$ cat src/hdl/fdcr_pkg.sv
// Shared types and constants for the framed decimal command receiver.
`default_nettype none
package fdcr_pkg;

  localparam int BUFFER_BYTES_DEF = 64;

  localparam logic [7:0] START_RESET = 8'h40;
  localparam logic [7:0] END_RESET   = 8'h25;
  localparam logic [7:0] CHAR_NL     = 8'h0A;
  localparam logic [7:0] CHAR_SPACE  = 8'h20;
  localparam logic [7:0] CHAR_TAB    = 8'h09;
  localparam logic [7:0] CHAR_CR     = 8'h0D;
  localparam logic [7:0] CHAR_PLUS   = 8'h2B;
  localparam logic [7:0] CHAR_MINUS  = 8'h2D;
  localparam logic [7:0] CHAR_ZERO   = 8'h30;
  localparam logic [7:0] CHAR_NINE   = 8'h39;

  localparam logic OP_BYTE = 1'b0;
  localparam logic OP_FLAG = 1'b1;

  localparam logic KIND_PACKET = 1'b0;
  localparam logic KIND_FLAG   = 1'b1;

  localparam logic CFG_START = 1'b0;
  localparam logic CFG_END   = 1'b1;

  localparam int OUT_DATA_W = 24;

  typedef enum logic [1:0] {
    FRAME_IDLE    = 2'd0,
    FRAME_PAYLOAD = 2'd1,
    FRAME_NEWLINE = 2'd2
  } frame_t;

  typedef enum logic [1:0] {
    PH_SKIP   = 2'd0,
    PH_DIGITS = 2'd1,
    PH_DONE   = 2'd2
  } phase_t;

  typedef struct packed {
    phase_t      phase;
    logic        negative;
    logic [15:0] acc;
  } parse_t;

endpackage
`default_nettype wire

$ cat src/hdl/fdcr_parse.sv
// One atoi step: folds a payload byte into the parse state.
`default_nettype none
module fdcr_parse (
  input  wire logic [7:0]     rx_byte,
  input  wire fdcr_pkg::parse_t cur,
  output fdcr_pkg::parse_t    nxt
);
  import fdcr_pkg::*;

  logic        blank;
  logic        digit;
  logic        sign;
  logic [15:0] acc_step;

  assign blank = (rx_byte == CHAR_SPACE) || ((rx_byte >= CHAR_TAB) && (rx_byte <= CHAR_CR));
  assign digit = (rx_byte >= CHAR_ZERO) && (rx_byte <= CHAR_NINE);
  assign sign  = (rx_byte == CHAR_PLUS) || (rx_byte == CHAR_MINUS);
  // acc * 10 + digit, wrapping to 16 bits
  assign acc_step = (cur.acc << 3) + (cur.acc << 1) + {8'd0, rx_byte - CHAR_ZERO};

  always_comb begin
    nxt = cur;
    case (cur.phase)
      PH_SKIP: begin
        if (sign) begin
          nxt.negative = (rx_byte == CHAR_MINUS);
          nxt.phase    = PH_DIGITS;
        end else if (digit) begin
          nxt.phase = PH_DIGITS;
          nxt.acc   = acc_step;
        end else if (!blank) begin
          nxt.phase = PH_DONE;
        end
      end
      PH_DIGITS: begin
        if (digit) begin
          nxt.acc = acc_step;
        end else begin
          nxt.phase = PH_DONE;
        end
      end
      default: begin
        nxt = cur;
      end
    endcase
  end

endmodule
`default_nettype wire

$ cat src/hdl/fdcr_core.sv
// Framing state machine, stored speed, pending flag and result register.
`default_nettype none
module fdcr_core #(
  parameter int BUFFER_BYTES = fdcr_pkg::BUFFER_BYTES_DEF
) (
  input  wire logic        clk,
  input  wire logic        rst,
  input  wire logic        in_valid,
  input  wire logic        in_op,
  input  wire logic [7:0]  in_byte,
  input  wire logic [7:0]  start_char,
  input  wire logic [7:0]  end_char,
  output logic             consume,
  output logic             m_tvalid,
  input  wire logic        m_tready,
  output logic             m_tuser,
  output logic [fdcr_pkg::OUT_DATA_W-1:0] m_tdata
);
  import fdcr_pkg::*;

  localparam int CountW    = $clog2(BUFFER_BYTES);
  localparam int KeepLimit = BUFFER_BYTES - 2;

  frame_t              frame, frame_next;
  logic [CountW-1:0]   count, count_next;
  parse_t              parse, parse_next, parse_step;
  logic [15:0]         speed, speed_next;
  logic                pending, pending_next;

  logic                out_load;
  logic                out_kind;
  logic                out_upd;
  logic                out_flag;
  logic                m_tvalid_next;
  logic                out_kind_r;
  logic [15:0]         out_speed_r;
  logic                out_upd_r;
  logic                out_flag_r;

  fdcr_parse u_parse (
    .rx_byte (in_byte),
    .cur     (parse),
    .nxt     (parse_step)
  );

  assign consume = in_valid && (!m_tvalid || m_tready);

  always_ff @(posedge clk) begin
    if (rst) begin
      frame   <= FRAME_IDLE;
      count   <= '0;
      parse   <= '{phase: PH_SKIP, negative: 1'b0, acc: 16'd0};
      speed   <= 16'd0;
      pending <= 1'b0;
    end else begin
      frame   <= frame_next;
      count   <= count_next;
      parse   <= parse_next;
      speed   <= speed_next;
      pending <= pending_next;
    end
  end

  always_comb begin
    frame_next   = frame;
    count_next   = count;
    parse_next   = parse;
    speed_next   = speed;
    pending_next = pending;
    out_load     = 1'b0;
    out_kind     = KIND_PACKET;
    out_upd      = 1'b0;
    out_flag     = 1'b0;
    if (consume) begin
      if (in_op == OP_FLAG) begin
        out_load     = 1'b1;
        out_kind     = KIND_FLAG;
        out_flag     = pending;
        pending_next = 1'b0;
      end else begin
        case (frame)
          FRAME_PAYLOAD: begin
            if (in_byte == end_char) begin
              frame_next = FRAME_NEWLINE;
            end else if (count < CountW'(KeepLimit)) begin
              count_next = count + 1'b1;
              parse_next = parse_step;
            end
          end
          FRAME_NEWLINE: begin
            if (in_byte == CHAR_NL) begin
              frame_next   = FRAME_IDLE;
              pending_next = 1'b1;
              out_load     = 1'b1;
              if (count != '0) begin
                speed_next = parse.negative ? (16'd0 - parse.acc) : parse.acc;
                out_upd    = 1'b1;
              end
            end
          end
          default: begin
            frame_next = FRAME_IDLE;
            if ((in_byte == start_char) && !pending) begin
              frame_next = FRAME_PAYLOAD;
              count_next = '0;
              parse_next = '{phase: PH_SKIP, negative: 1'b0, acc: 16'd0};
            end
          end
        endcase
      end
    end
  end

  always_comb begin
    if (out_load) begin
      m_tvalid_next = 1'b1;
    end else if (m_tready) begin
      m_tvalid_next = 1'b0;
    end else begin
      m_tvalid_next = m_tvalid;
    end
  end

  always_ff @(posedge clk) begin
    if (rst) begin
      m_tvalid <= 1'b0;
    end else begin
      m_tvalid <= m_tvalid_next;
    end
  end

  always_ff @(posedge clk) begin
    if (out_load) begin
      out_kind_r  <= out_kind;
      out_speed_r <= speed_next;
      out_upd_r   <= out_upd;
      out_flag_r  <= out_flag;
    end
  end

  assign m_tuser = out_kind_r;
  assign m_tdata = {{(OUT_DATA_W - 18){1'b0}}, out_flag_r, out_upd_r, out_speed_r};

endmodule
`default_nettype wire

$ cat src/hdl/framed_decimal_command_receiver.sv
// Top level: input register, configuration registers and the receiver core.
//
//  channel  dir  handshake          payload
//  s        in   s_tvalid/s_tready  tuser: op; tdata: rx_byte
//  m        out  m_tvalid/m_tready  tuser: result_kind; tdata: speed, updated, ready
//  cfg      in   cfg_valid/cfg_ready cfg_index, cfg_data
//
// One item per cycle unless the result is stalled; an accepted item is held in the input
// register, and its result is then loaded into the result register.
// Synchronous reset clears framing, parse state, speed, flag and both valids.
// A stalled result stalls the core; the input register still takes one item.
`default_nettype none
module framed_decimal_command_receiver #(
  parameter int BUFFER_BYTES = fdcr_pkg::BUFFER_BYTES_DEF
) (
  input  wire logic        clk,
  input  wire logic        rst,
  input  wire logic        s_tvalid,
  output logic             s_tready,
  input  wire logic        s_tuser,   // [0] op
  input  wire logic [7:0]  s_tdata,   // [7:0] rx_byte
  output logic             m_tvalid,
  input  wire logic        m_tready,
  output logic             m_tuser,   // [0] result_kind
  output logic [fdcr_pkg::OUT_DATA_W-1:0] m_tdata,
  // [15:0] speed_value, [16] value_updated, [17] packet_ready, [23:18] zero
  input  wire logic        cfg_valid,
  output logic             cfg_ready,
  input  wire logic        cfg_index,
  input  wire logic [7:0]  cfg_data
);
  import fdcr_pkg::*;

  logic       in_valid, in_valid_next;
  logic       in_op;
  logic [7:0] in_byte;
  logic       consume;
  logic [7:0] start_char;
  logic [7:0] end_char;

  assign cfg_ready = 1'b1;

  always_ff @(posedge clk) begin
    if (rst) begin
      start_char <= START_RESET;
      end_char   <= END_RESET;
    end else if (cfg_valid) begin
      case (cfg_index)
        CFG_START: start_char <= cfg_data;
        CFG_END:   end_char   <= cfg_data;
        default:   start_char <= start_char;
      endcase
    end
  end

  assign s_tready = !in_valid || consume;

  always_comb begin
    if (s_tvalid && s_tready) begin
      in_valid_next = 1'b1;
    end else if (consume) begin
      in_valid_next = 1'b0;
    end else begin
      in_valid_next = in_valid;
    end
  end

  always_ff @(posedge clk) begin
    if (rst) begin
      in_valid <= 1'b0;
    end else begin
      in_valid <= in_valid_next;
    end
  end

  always_ff @(posedge clk) begin
    if (s_tvalid && s_tready) begin
      in_op   <= s_tuser;
      in_byte <= s_tdata;
    end
  end

  fdcr_core #(
    .BUFFER_BYTES (BUFFER_BYTES)
  ) u_core (
    .clk        (clk),
    .rst        (rst),
    .in_valid   (in_valid),
    .in_op      (in_op),
    .in_byte    (in_byte),
    .start_char (start_char),
    .end_char   (end_char),
    .consume    (consume),
    .m_tvalid   (m_tvalid),
    .m_tready   (m_tready),
    .m_tuser    (m_tuser),
    .m_tdata    (m_tdata)
  );

endmodule
`default_nettype wire

$ cat config.mk
export PLATFORM = sky130hd
export DESIGN_NAME = framed_decimal_command_receiver
export DESIGN_NICKNAME = d
export VERILOG_FILES = /design/src/hdl/fdcr_pkg.sv /design/src/hdl/fdcr_parse.sv /design/src/hdl/fdcr_core.sv /design/src/hdl/framed_decimal_command_receiver.sv
export SDC_FILE = /design/constraint.sdc
export NUM_CORES = 1
export LEC_CHECK = 0
export BUFFER_PORTS_ARGS = -buffer_cell sky130_fd_sc_hd__buf_2
export CAP_MARGIN = 20
export CORE_AREA = 2 2 111 113
export CTS_BUF_LIST = sky130_fd_sc_hd__clkbuf_4 sky130_fd_sc_hd__clkbuf_8
export DETAILED_ROUTE_END_ITERATION = 10
export DIE_AREA = 0 0 113 115
export GPL_TIMING_DRIVEN = 0
export SLEW_MARGIN = 20
export SYNTH_ARGS = -nofsm -noshare
export SYNTH_HDL_FRONTEND = slang
export SYNTH_SLANG_ARGS = --single-unit
$ cat constraint.sdc
create_clock -name clk -period 4.05 [get_ports clk]
set_clock_uncertainty 0.05 [all_clocks]
set_input_delay 0.6075 -clock clk [delete_from_list [all_inputs] [get_ports clk]]
set_output_delay 0.6075 -clock clk [all_outputs]
set_load 0.02 [all_outputs]
After elaboration in Yosys (flattened, before gate mapping)
Cells that the tools add are included.
Widths: inputs -> output; s select.
- add/sub/neg operators: 5
- magnitude comparators: 5
- reduce and logical (&&, ||, !) cells: 29
- bitwise logic cells: 5
- mux-type cells: 41
- equality and inequality tests: 19
- operator list (cell ; count):
    $mux 16 ; 8
    $mux 19 ; 3
    $pmux 19 s2 ; 1
    $pmux 16 s2 ; 1
    $eq 8x6->1 const B ; 3
    $mux 6 ; 3
    $add 16x16->16 ; 1
    $add 16x8->16 ; 1
    $eq 8x8->1 ; 2
    $mux 1 ; 16
    $reduce_and 8->1 ; 2
    $sub 1x16->16 const A ; 1
    $mux 2 ; 6
    $pmux 6 s2 ; 1
    $reduce_bool 2->1 ; 5
    $ne 3x3->1 const B ; 3
    $reduce_and 9->1 ; 1
    $eq 8x4->1 const B ; 1
    $ge 8x4->1 const B ; 1
    $ge 8x6->1 const B ; 1
    $le 8x4->1 const B ; 1
    $le 8x6->1 const B ; 1
    $pmux 2 s2 ; 2
    $sub 8x6->8 const B ; 1
    18 further kinds ; 38
- input port bits: 23
- logic and storage cells: 121
- flip-flop bits (word level): 90
- output and inout bits: 28

Depth between registers and ports, before layout
Gate-level depths: netlist of the first run.
- depth after elaboration: 10
- depth in mapped cells: 12
- depth with buffers taken out: 12

By module
A second synthesis of the first run with hierarchy kept.
- cell total of the unflattened synthesis: 583
- area, all modules: 5531.6 µm²
- modules (own cells, without submodules) (module ; area an instance (µm²) ; sequential area each (µm²) ; cells an instance ; times used):
    fdcr_core ; 3136.8 ; 1471.4 ; 315 ; 1
    fdcr_parse ; 1377.6 ; 0.0 ; 186 ; 1
    framed_decimal_command_receiver ; 1017.2 ; 610.6 ; 82 ; 1

Worst setup path before layout of the first run
No wires, ideal clock.
- path type: register to register
- from: reg in_byte[4]
- to: reg u_core.parse[13] in the netlist's numbering
- data required time: 3930 ps
- arrival: 2959 ps
- path buffers: 0
- setup time: 70 ps
- period minus slack after synthesis: 3079 ps
- path slack: 971 ps
- stages on the path, launching flop included: 12
- path through: edfxtp_1 -> ha_1 -> xor2_1 -> fa_1 -> inv_1 -> ha_1 -> a21o_1 -> a31oi_1 -> a2111o_1 -> a21o_1 -> a2111o_1 -> a21oi_1
- cells in the longest elaborated chain, start to end: 8
- elaborated cells on any way between the ends: 21
- classes of those cells: 2 x add/sub; 2 x order compare; 6 x eq/ne; 6 x mux; 5 x reduce/logical
- RTL lines (element ; line ; RTL):
    start: declaration ; framed_decimal_command_receiver.sv:36 ; logic [7:0] in_byte;
    start signal: assignment ; framed_decimal_command_receiver.sv:79 ; in_byte <= s_tdata;
    $sub 8x6->8 (tied with other cells) ; fdcr_parse.sv:19 ; assign acc_step = (cur.acc << 3) + (cur.acc << 1) + {8'd0, rx_byte - CHAR_ZERO};
    $add 16x8->16 or $logic_and 1x1->1 (tied branches) ; fdcr_parse.sv:19, fdcr_parse.sv:16 ;
    $mux 16 ; fdcr_parse.sv:28, fdcr_parse.sv:36 ;
    $mux 16 ; fdcr_parse.sv:25 ; if (sign) begin
    $pmux 16 s2 ; fdcr_parse.sv:23 ; case (cur.phase)
    $mux 19 ; fdcr_core.sv:85 ; end else if (count < CountW'(KeepLimit)) begin
    $mux 19 ; fdcr_core.sv:83 ; if (in_byte == end_char) begin
    $pmux 19 s2 ; fdcr_core.sv:81 ; case (frame)
    end signal: assignment ; fdcr_core.sv:52 ; parse <= '{phase: PH_SKIP, negative: 1'b0, acc: 16'd0};
    end signal: assignment ; fdcr_core.sv:58 ; parse <= parse_next;
    end: declaration ; fdcr_core.sv:26 ; parse_t parse, parse_next, parse_step;
Several ways; a longest one is shown, not always the timed one. The select of a mux whose other input is x is not followed.
A chain may end at the register's enable or synchronous reset.

Final worst setup path of the first run
Ends and elaborated chain as after synthesis.

==> results by group, run 1 <==
Clock network
  – Clk slew on worst S/H paths: 0.08 ns
  – CTS sink cnt: 90
  – Hold buffer count at cts: 0
  – Post_cts resized: 0
  – Root Buffer: clkbuf_8
  – CTS tree: done
  – H-Tree Depth: 3
  – Clk Latency, worst-skew pair: 0.38 ns
  – Post-CTS Setup Inserts: 0
  – Longest Clk Path Bufs: 2
  – CTS buffer count: 9

STA
  – Final Critical Period: 3.528 ns
  – Final hold vios: 0
  – RSZ-0062 raised after global routing: false
  – Final worst slack: 0.5223 ns
  – Setup tns final: 0 ns
  – Least-Margin Pin Slew: 0.7975 ns
  – Fin. max-slew vios: 0
  – Number of setup violations in the final report: 0
  – Post-route clock period utilization: 87.10%
  – Relative slew slack: 46.61%
  – Achievable Freq: 283.5 MHz

Die
  – Die Y: 115 um
  – Cell row count: 40
  – Die ar.: 13000 um2
  – Core outline area: 11810 um2
  – Die Width: 113 um
  – I/O Pins: 51
  – Starting Density: 43.65%

Worst hold path
  – Hold Crit Start: s_tdata[2]
  – Hold depth: 1
  – WHS Endpoint: in_byte[2]
  – Hold crit path type: primary input to flop

Global route
  – First-pass GRT wire length: 18.93 mm
  – Gr ovfl total: 0
  – Vias in the first global route: 4030
  – Tot GR Track Use: 18.59%
  – Initial antenna violation count: 0
  – Largest net degree at the start of global routing: 21

Synth
  – Synthesized area: 5156 um2
  – Post-synth EDFFs: 28
  – Mean post-synth cell area: 9.307 um2
  – FF+latch count, synth: 90
  – Yosys cell types: 69
  – Sequential-to-total area share from yosys stat: 40.38%
  – Top FF cell, synth: dfxtp_1
  – Synth Instances: 554
  – Synth async-reset ratio: 0%
  – Syn. warnings: 0

Setup path
  – Worst R2R Path Depth: 11
  – RR Startpoint: in_byte[4]
  – CP Max Fanout: 6
  – FF-to-FF setup slack: 0.52 ns
  – Critical R2R Capture: u_core.parse[13]
  – Startpoint types: flop
  – Worst Path Required: 4.31 ns
  – Setup crit end kind: flop
  – CP arrival: 3.79 ns
  – Type of the worst setup path: flop to flop
  – Crit path from: in_byte[4]

Power and ir drop
  – Switch Pwr: 410.4 uW
  – Clock power share: 35.0%
  – Power Dens Cells: 292.2 nW/um2
  – Pint: 1.273 mW
  – Lkg Pwr: 2.414 nW
  – Logic pwr share: 8.1%
  – Sw frac: 24.37%
  – Peak supply drop: 0.1855 mV
  – Sequential fraction of design power: 57.0%

Placed design
  – GP Congestion: 0.9138
  – Hpwl dp: 8.836 mm
  – PortBufs: 43
  – Dpl ws: 0.5388 ns
  – Cell Area, Placed: 5574 um2

Final layout
  – Share of post-route cells with drive strength above 1: 15.53%
  – Layout area overhead: 11.74%
  – Fin nets: 673
  – Finished Cell Area: 5762 um2
  – ANT cells: 0

Detailed routing
  – Met1 WL: 4.994 mm
  – DRC Markers: 3
  – Met2 routed WL: 5.823 mm
  – Vias per inst: 5.384
  – First DRT Iteration DRCs: 299
  – WL met3: 526 um
  – Post-DRT Antenna Nets: 0
  – DR WL/cell: 15.12 um
  – Detailed Route WL: 11.56 mm
  – Vias: 4119
  – TritonRoute pass-1 iters: 7
  – Uppermost layer routed: met4

Flow run
  – Max-cap violations: 0

Status
  – Status: finished, violations left
  – Failing checks: design-rule violations
-- per-layer routing --
| layer | vias to the layer above | GRT usage [%] |
|---|---|---|
| li1 | 2079 | - |
| met4 | 0 | 7.886 |
| met1 | 1939 | 21.31 |
| met2 | 84 | 33.01 |
| met5 | - | 0 |
| met3 | 17 | 4.797 |
-- flip-flops by register name (all words and copies together) (netlist names), 2 cells and up --
name / count
end_char: 8
in_byte: 8
start_char: 8
u_core.count: 6
u_core.frame: 2
u_core.out_speed_r: 16
u_core.parse: 19
u_core.speed: 16
-- worst max-delay path by stage --
| stage | to | cells after the start |
|---|---|---|
| after global placement | u_core.parse[13] | 11 |
| after detailed placement | u_core.parse[13] | 11 |
| after CTS | u_core.parse[13] | 11 |
| final | u_core.parse[13] | 11 |
| after floorplan | u_core.parse[13] | 11 |
| after global routing | u_core.parse[13] | 11 |
-- power by group through the flow --
stage               registers (mW)  logic [mW]  clock network, mW
floorplan                    0.981      0.0897                  0
global placement             0.980       0.134                  0
detailed placement           0.981       0.136                  0
CTS                          0.959       0.137              0.606
global route                 0.962       0.152              0.641
finish                       0.959       0.136              0.589
-- critical path, stage by stage (launching register included) --
cell	delay, ns
edfxtp_1	0.56
inv_1	0.15
ha_1	0.33
inv_1	0.06
fa_1	0.48
inv_1	0.04
ha_1	0.35
nand4_1	0.20
a2111o_1	0.49
a21o_1	0.17
a2111o_1	0.43
a21oi_1	0.14
-- logic make-up (layout without fill, tap and decap cells) --
| group | Yosys count | count (layout) | share of synthesized area, % |
|---|---|---|---|
| compound gates | 132 | 132 | 16.57 |
| xor+xnor | 43 | 43 | 7.304 |
| fa+ha+maj | 37 | 37 | 9.852 |
| buf+inv | 67 | 126 | 5.848 |
| flops | 90 | 90 | 40.38 |
| mux | 10 | 10 | 2.184 |
| other cells | 2 | 7 | 0.1457 |
| simple gates | 173 | 173 | 17.71 |
-- cells in the mapped netlist, types with 6 or more instances --
cell type   n  share of area (%)
and2_1     19                2.3
nor3_1     10               0.97
clkbuf_1   15                1.1
nor2_1     27                2.0
nor4_1      6               0.73
fa_1        6                2.3
nand3_1    12                1.2
inv_1      30                2.2
o21ai_0    19                1.8
edfxtp_1   28                 16
dfxtp_1    62                 24
buf_2       9               0.87
xnor2_1    19                3.2
o41ai_1     6                1.0
a211oi_1    6               0.87
buf_4      10                1.5
xor2_1     24                4.1
nor2b_1     9                1.1
nand2_1    48                3.5
a21o_1      8                1.2
a21oi_1    52                5.0
o31ai_1     6               0.87
ha_1       31                7.5
nand4_1    13                1.6
-- placed cells by master (no fill, tap or decap), types with 5 or more instances in the layout --
cell / count
nand2_1: 48
inv_1: 30
buf_2: 52
xnor2_1: 19
nor3_1: 10
nor2_1: 27
buf_4: 10
nand3_1: 12
dfxtp_1: 62
clkbuf_8: 11
and2_1: 19
o21a_1: 5
nand4_1: 13
fa_1: 6
a21o_1: 8
clkbuf_1: 15
ha_1: 31
xor2_1: 24
o31ai_1: 6
edfxtp_1: 28
conb_1: 7
nor4_1: 6
nor2b_1: 9
a211oi_1: 6
mux2_2: 5
a21oi_1: 52
o41ai_1: 6
o21ai_0: 19
-- final cells by class --
type / count / area, um2
fill: 1133 / 6050
timing repair buffer: 43 / 215.2
buffer: 36 / 185.2
multi-input combinational: 402 / 2791
sequential: 90 / 2082
clock buffer: 14 / 173.9
clock inverter: 2 / 13.76
inverter: 31 / 116.4
tap: 147 / 183.9
-- stage by stage --
step | total power [mW] | utilization, % | cells | hold WS (ns)
floorplan | 1.071 | - | 559 | 0.3981
global placement | 1.113 | 47.19 | 749 | 0.4073
detailed placement | 1.117 | 47.19 | 749 | 0.4116
CTS | 1.702 | 48.78 | 765 | 0.3252
global route | 1.756 | 48.78 | 765 | 0.3269
finish | 1.684 | 48.78 | 765 | 0.3495
Power figures use the tool's default switching activity.
==> run 2: changes to the inputs <==
Settings changed: CORE_AREA 2 2 111 113 to 2 2 117 119, DIE_AREA 0 0 113 115 to 0 0 119 121.
==> results by group, run 2 (synthesis gave the netlist of run 1 again) <==
Status
  – Status: finished, final reports clean

Detailed routing
  – Vias: 4124 (+0.12%)
  – Detailed Route WL: 11.88 mm (+2.7%)
  – DRC Markers: 0 (-3)
  – Post-DRT Antenna Nets: 0 (unchanged)
  – Vias per inst: 5.194 (-3.5%)
  – First DRT Iteration DRCs: 146 (-51%)
  – DR WL/cell: 14.96 um (-1.0%)
  – TritonRoute pass-1 iters: 4 (-3)

Global route
  – First-pass GRT wire length: 19.55 mm (+3.3%)
  – Vias in the first global route: 4087 (+1.4%)
  – Largest net degree at the start of global routing: 21 (unchanged)
  – Tot GR Track Use: 17.38% (-1.2 points)
  – Initial antenna violation count: 0 (unchanged)
  – Gr ovfl total: 0 (unchanged)

Final layout
  – Commonest non-fill, non-tap cell in the layout: dfxtp_1
  – Share of post-route cells with drive strength above 1: 15.53% (unchanged)
  – Fin nets: 673 (unchanged)
  – Finished Cell Area: 5809 um2 (+0.83%)
  – Regs by FF count: u_core.parse x19, u_core.out_speed_r x16, u_core.speed x16
  – ANT cells: 0 (unchanged)
  – Layout area overhead: 12.67%
  – Top reg by flops: u_core.parse
  – Max reg flops: 19 (unchanged)
  – Most frequent cells in the layout: dfxtp_1 (62), a21oi_1 (52), buf_2 (52)

Placed design
  – GP Congestion: 0.8931 (-2.3%)
  – Dpl ws: 0.5397 ns (+0.0009560 ns)
  – Cell Area, Placed: 5610 um2 (+0.65%)
  – PortBufs: 43 (unchanged)
  – Hpwl dp: 9.156 mm (+3.6%)

Power and ir drop
  – Sequential fraction of design power: 55.4% (-1.6 points)
  – Clock power share: 36.8% (+1.8 points)
  – Switch Pwr: 429.2 uW (+4.6%)
  – Logic pwr share: 7.9% (-0.2 points)
  – Power Dens Cells: 298.3 nW/um2 (+2.1%)
  – Lkg Pwr: 2.420 nW (+0.25%)
  – Pint: 1.304 mW (+2.4%)
  – Peak supply drop: 0.2356 mV (+27%)
  – Sw frac: 24.77% (+0.40 points)

Setup path
  – CP arrival: 3.84 ns (+0.05 ns)
  – Critical-path top delay cell: edfxtp_1
  – CP top delay family: adder cells
  – CP peak stage delay: 0.57 ns (about the same)
  – CP bufs+invs: 1 (-2)
  – CP Max Fanout: 6 (unchanged)
  – Most frequent CP cell: a21oi_1
  – Setup crit end kind: flop
  – Startpoint types: flop
  – Type of the worst setup path: flop to flop
  – Critical Path, Cell by Cell: ha_1, xor2_1, fa_1, inv_1, ha_1, a21o_1, a21oi_1, a21oi_1, o21ai_0, or4b_1, a21oi_1
  – Worst Path Required: 4.32 ns (about the same)

Flow run
  – Max-cap violations: 0 (unchanged)

Die
  – Core outline area: 13090 um2 (+11%)
  – Die Y: 121 um (+5.2%)
  – I/O Pins: 51 (unchanged)
  – Die ar.: 14400 um2 (+11%)
  – Die Width: 119 um (+5.3%)
  – Cell row count: 42 (+5.0%)
  – Starting Density: 39.41% (-4.2 points)

STA
  – Final Critical Period: 3.566 ns (+0.03805 ns)
  – Achievable Freq: 280.4 MHz (-1.1%)
  – Hold Slack: 0.3473 ns (-0.002194 ns)
  – Least-Margin Pin Slew: 0.7925 ns (-0.005015 ns)
  – Final hold vios: 0 (unchanged)
  – Post-route clock period utilization: 88.04% (+0.94 points)
  – RSZ-0062 raised after global routing: false
  – Setup tns final: 0 ns (unchanged)
  – Relative slew slack: 46.94% (+0.34 points)
  – Fin. max-slew vios: 0 (unchanged)
  – Final worst slack: 0.4843 ns (-0.03805 ns)
  – Number of setup violations in the final report: 0 (unchanged)

Clock network
  – Hold buffer count at cts: 0 (unchanged)
  – CTS buffer count: 9 (unchanged)
  – CTS sink cnt: 90 (unchanged)
  – Post_cts resized: 0 (unchanged)
  – Root Buffer: clkbuf_8
  – Post-CTS Setup Inserts: 0 (unchanged)
  – Longest Clk Path Bufs: 2 (unchanged)
  – Clk Latency, worst-skew pair: 0.39 ns (about the same)
  – Clk slew on worst S/H paths: 0.09 ns (about the same)
  – CTS tree: done
  – H-Tree Depth: 3 (unchanged)

Worst hold path
  – Hold crit path type: primary input to flop
-- run 2: cell count changes in the layout (fill, tap and decap cells not counted), sizes merged --
cell    previous run  this run
clkbuf            30        27
clkinv             3         4
bufinv             0         1
inv               30        31
-- run 2: worst paths after layout --
check / startpoint / to / slack, ns / cells after the start
setup / recovery: in_byte[4] / u_core.parse[10] / 0.48 / 11
hold / removal: s_tdata[2] / in_byte[2] / 0.35 / 1
setup reg to reg: in_byte[4] / u_core.parse[10] / 0.48 / 11
hold reg to reg: end_char[6] / end_char[6] / 0.43 / 2
-- run 2: per-layer routing --
metal  global-route usage [%]  part of all wire, %  vias up
met5                        0                    0        -
met4                    7.292                  1.7        0
met3                    3.477                  4.9       14
met2                    31.00                   51       82
met1                    20.34                   43     1953
li1                         -                    -     2075
-- run 2: cell type report --
type,count,area (um2)
fillers,1284,7276
multi-input cells,402,2791
flip-flops and latches,90,2082
well taps,176,220.2
repair buffers,43,215.2
plain buffers,36,185.2
clock buffers,11,145.1
inverters,31,116.4
clock inverters,5,53.80
-- run 2: stage by stage --
| stage | std cells | utilization, % | total power [mW] |
|---|---|---|---|
| after floorplan | 559 | - | 1.071 |
| after global placement | 778 | 42.88 | 1.114 |
| after detailed placement | 778 | 42.88 | 1.117 |
| after CTS | 794 | 44.40 | 1.754 |
| after global routing | 794 | 44.40 | 1.803 |
| final | 794 | 44.40 | 1.733 |
-- run 2: power groups by stage --
stage / sequential [mW] / clock, mW / combinational [mW]
final: 0.959 / 0.637 / 0.137
after global routing: 0.962 / 0.688 / 0.152
after CTS: 0.960 / 0.657 / 0.137
after detailed placement: 0.981 / 0 / 0.136
after global placement: 0.980 / 0 / 0.134
after floorplan: 0.981 / 0 / 0.0897
-- run 2: worst register-to-register path, cell delays in order, from the launching register on --
cell and delay (ns):
edfxtp_1 0.57, ha_1 0.31, xor2_1 0.17, fa_1 0.49, inv_1 0.04, ha_1 0.36
a21o_1 0.20, a21oi_1 0.20, a21oi_1 0.17, o21ai_0 0.27, or4b_1 0.51, a21oi_1 0.16
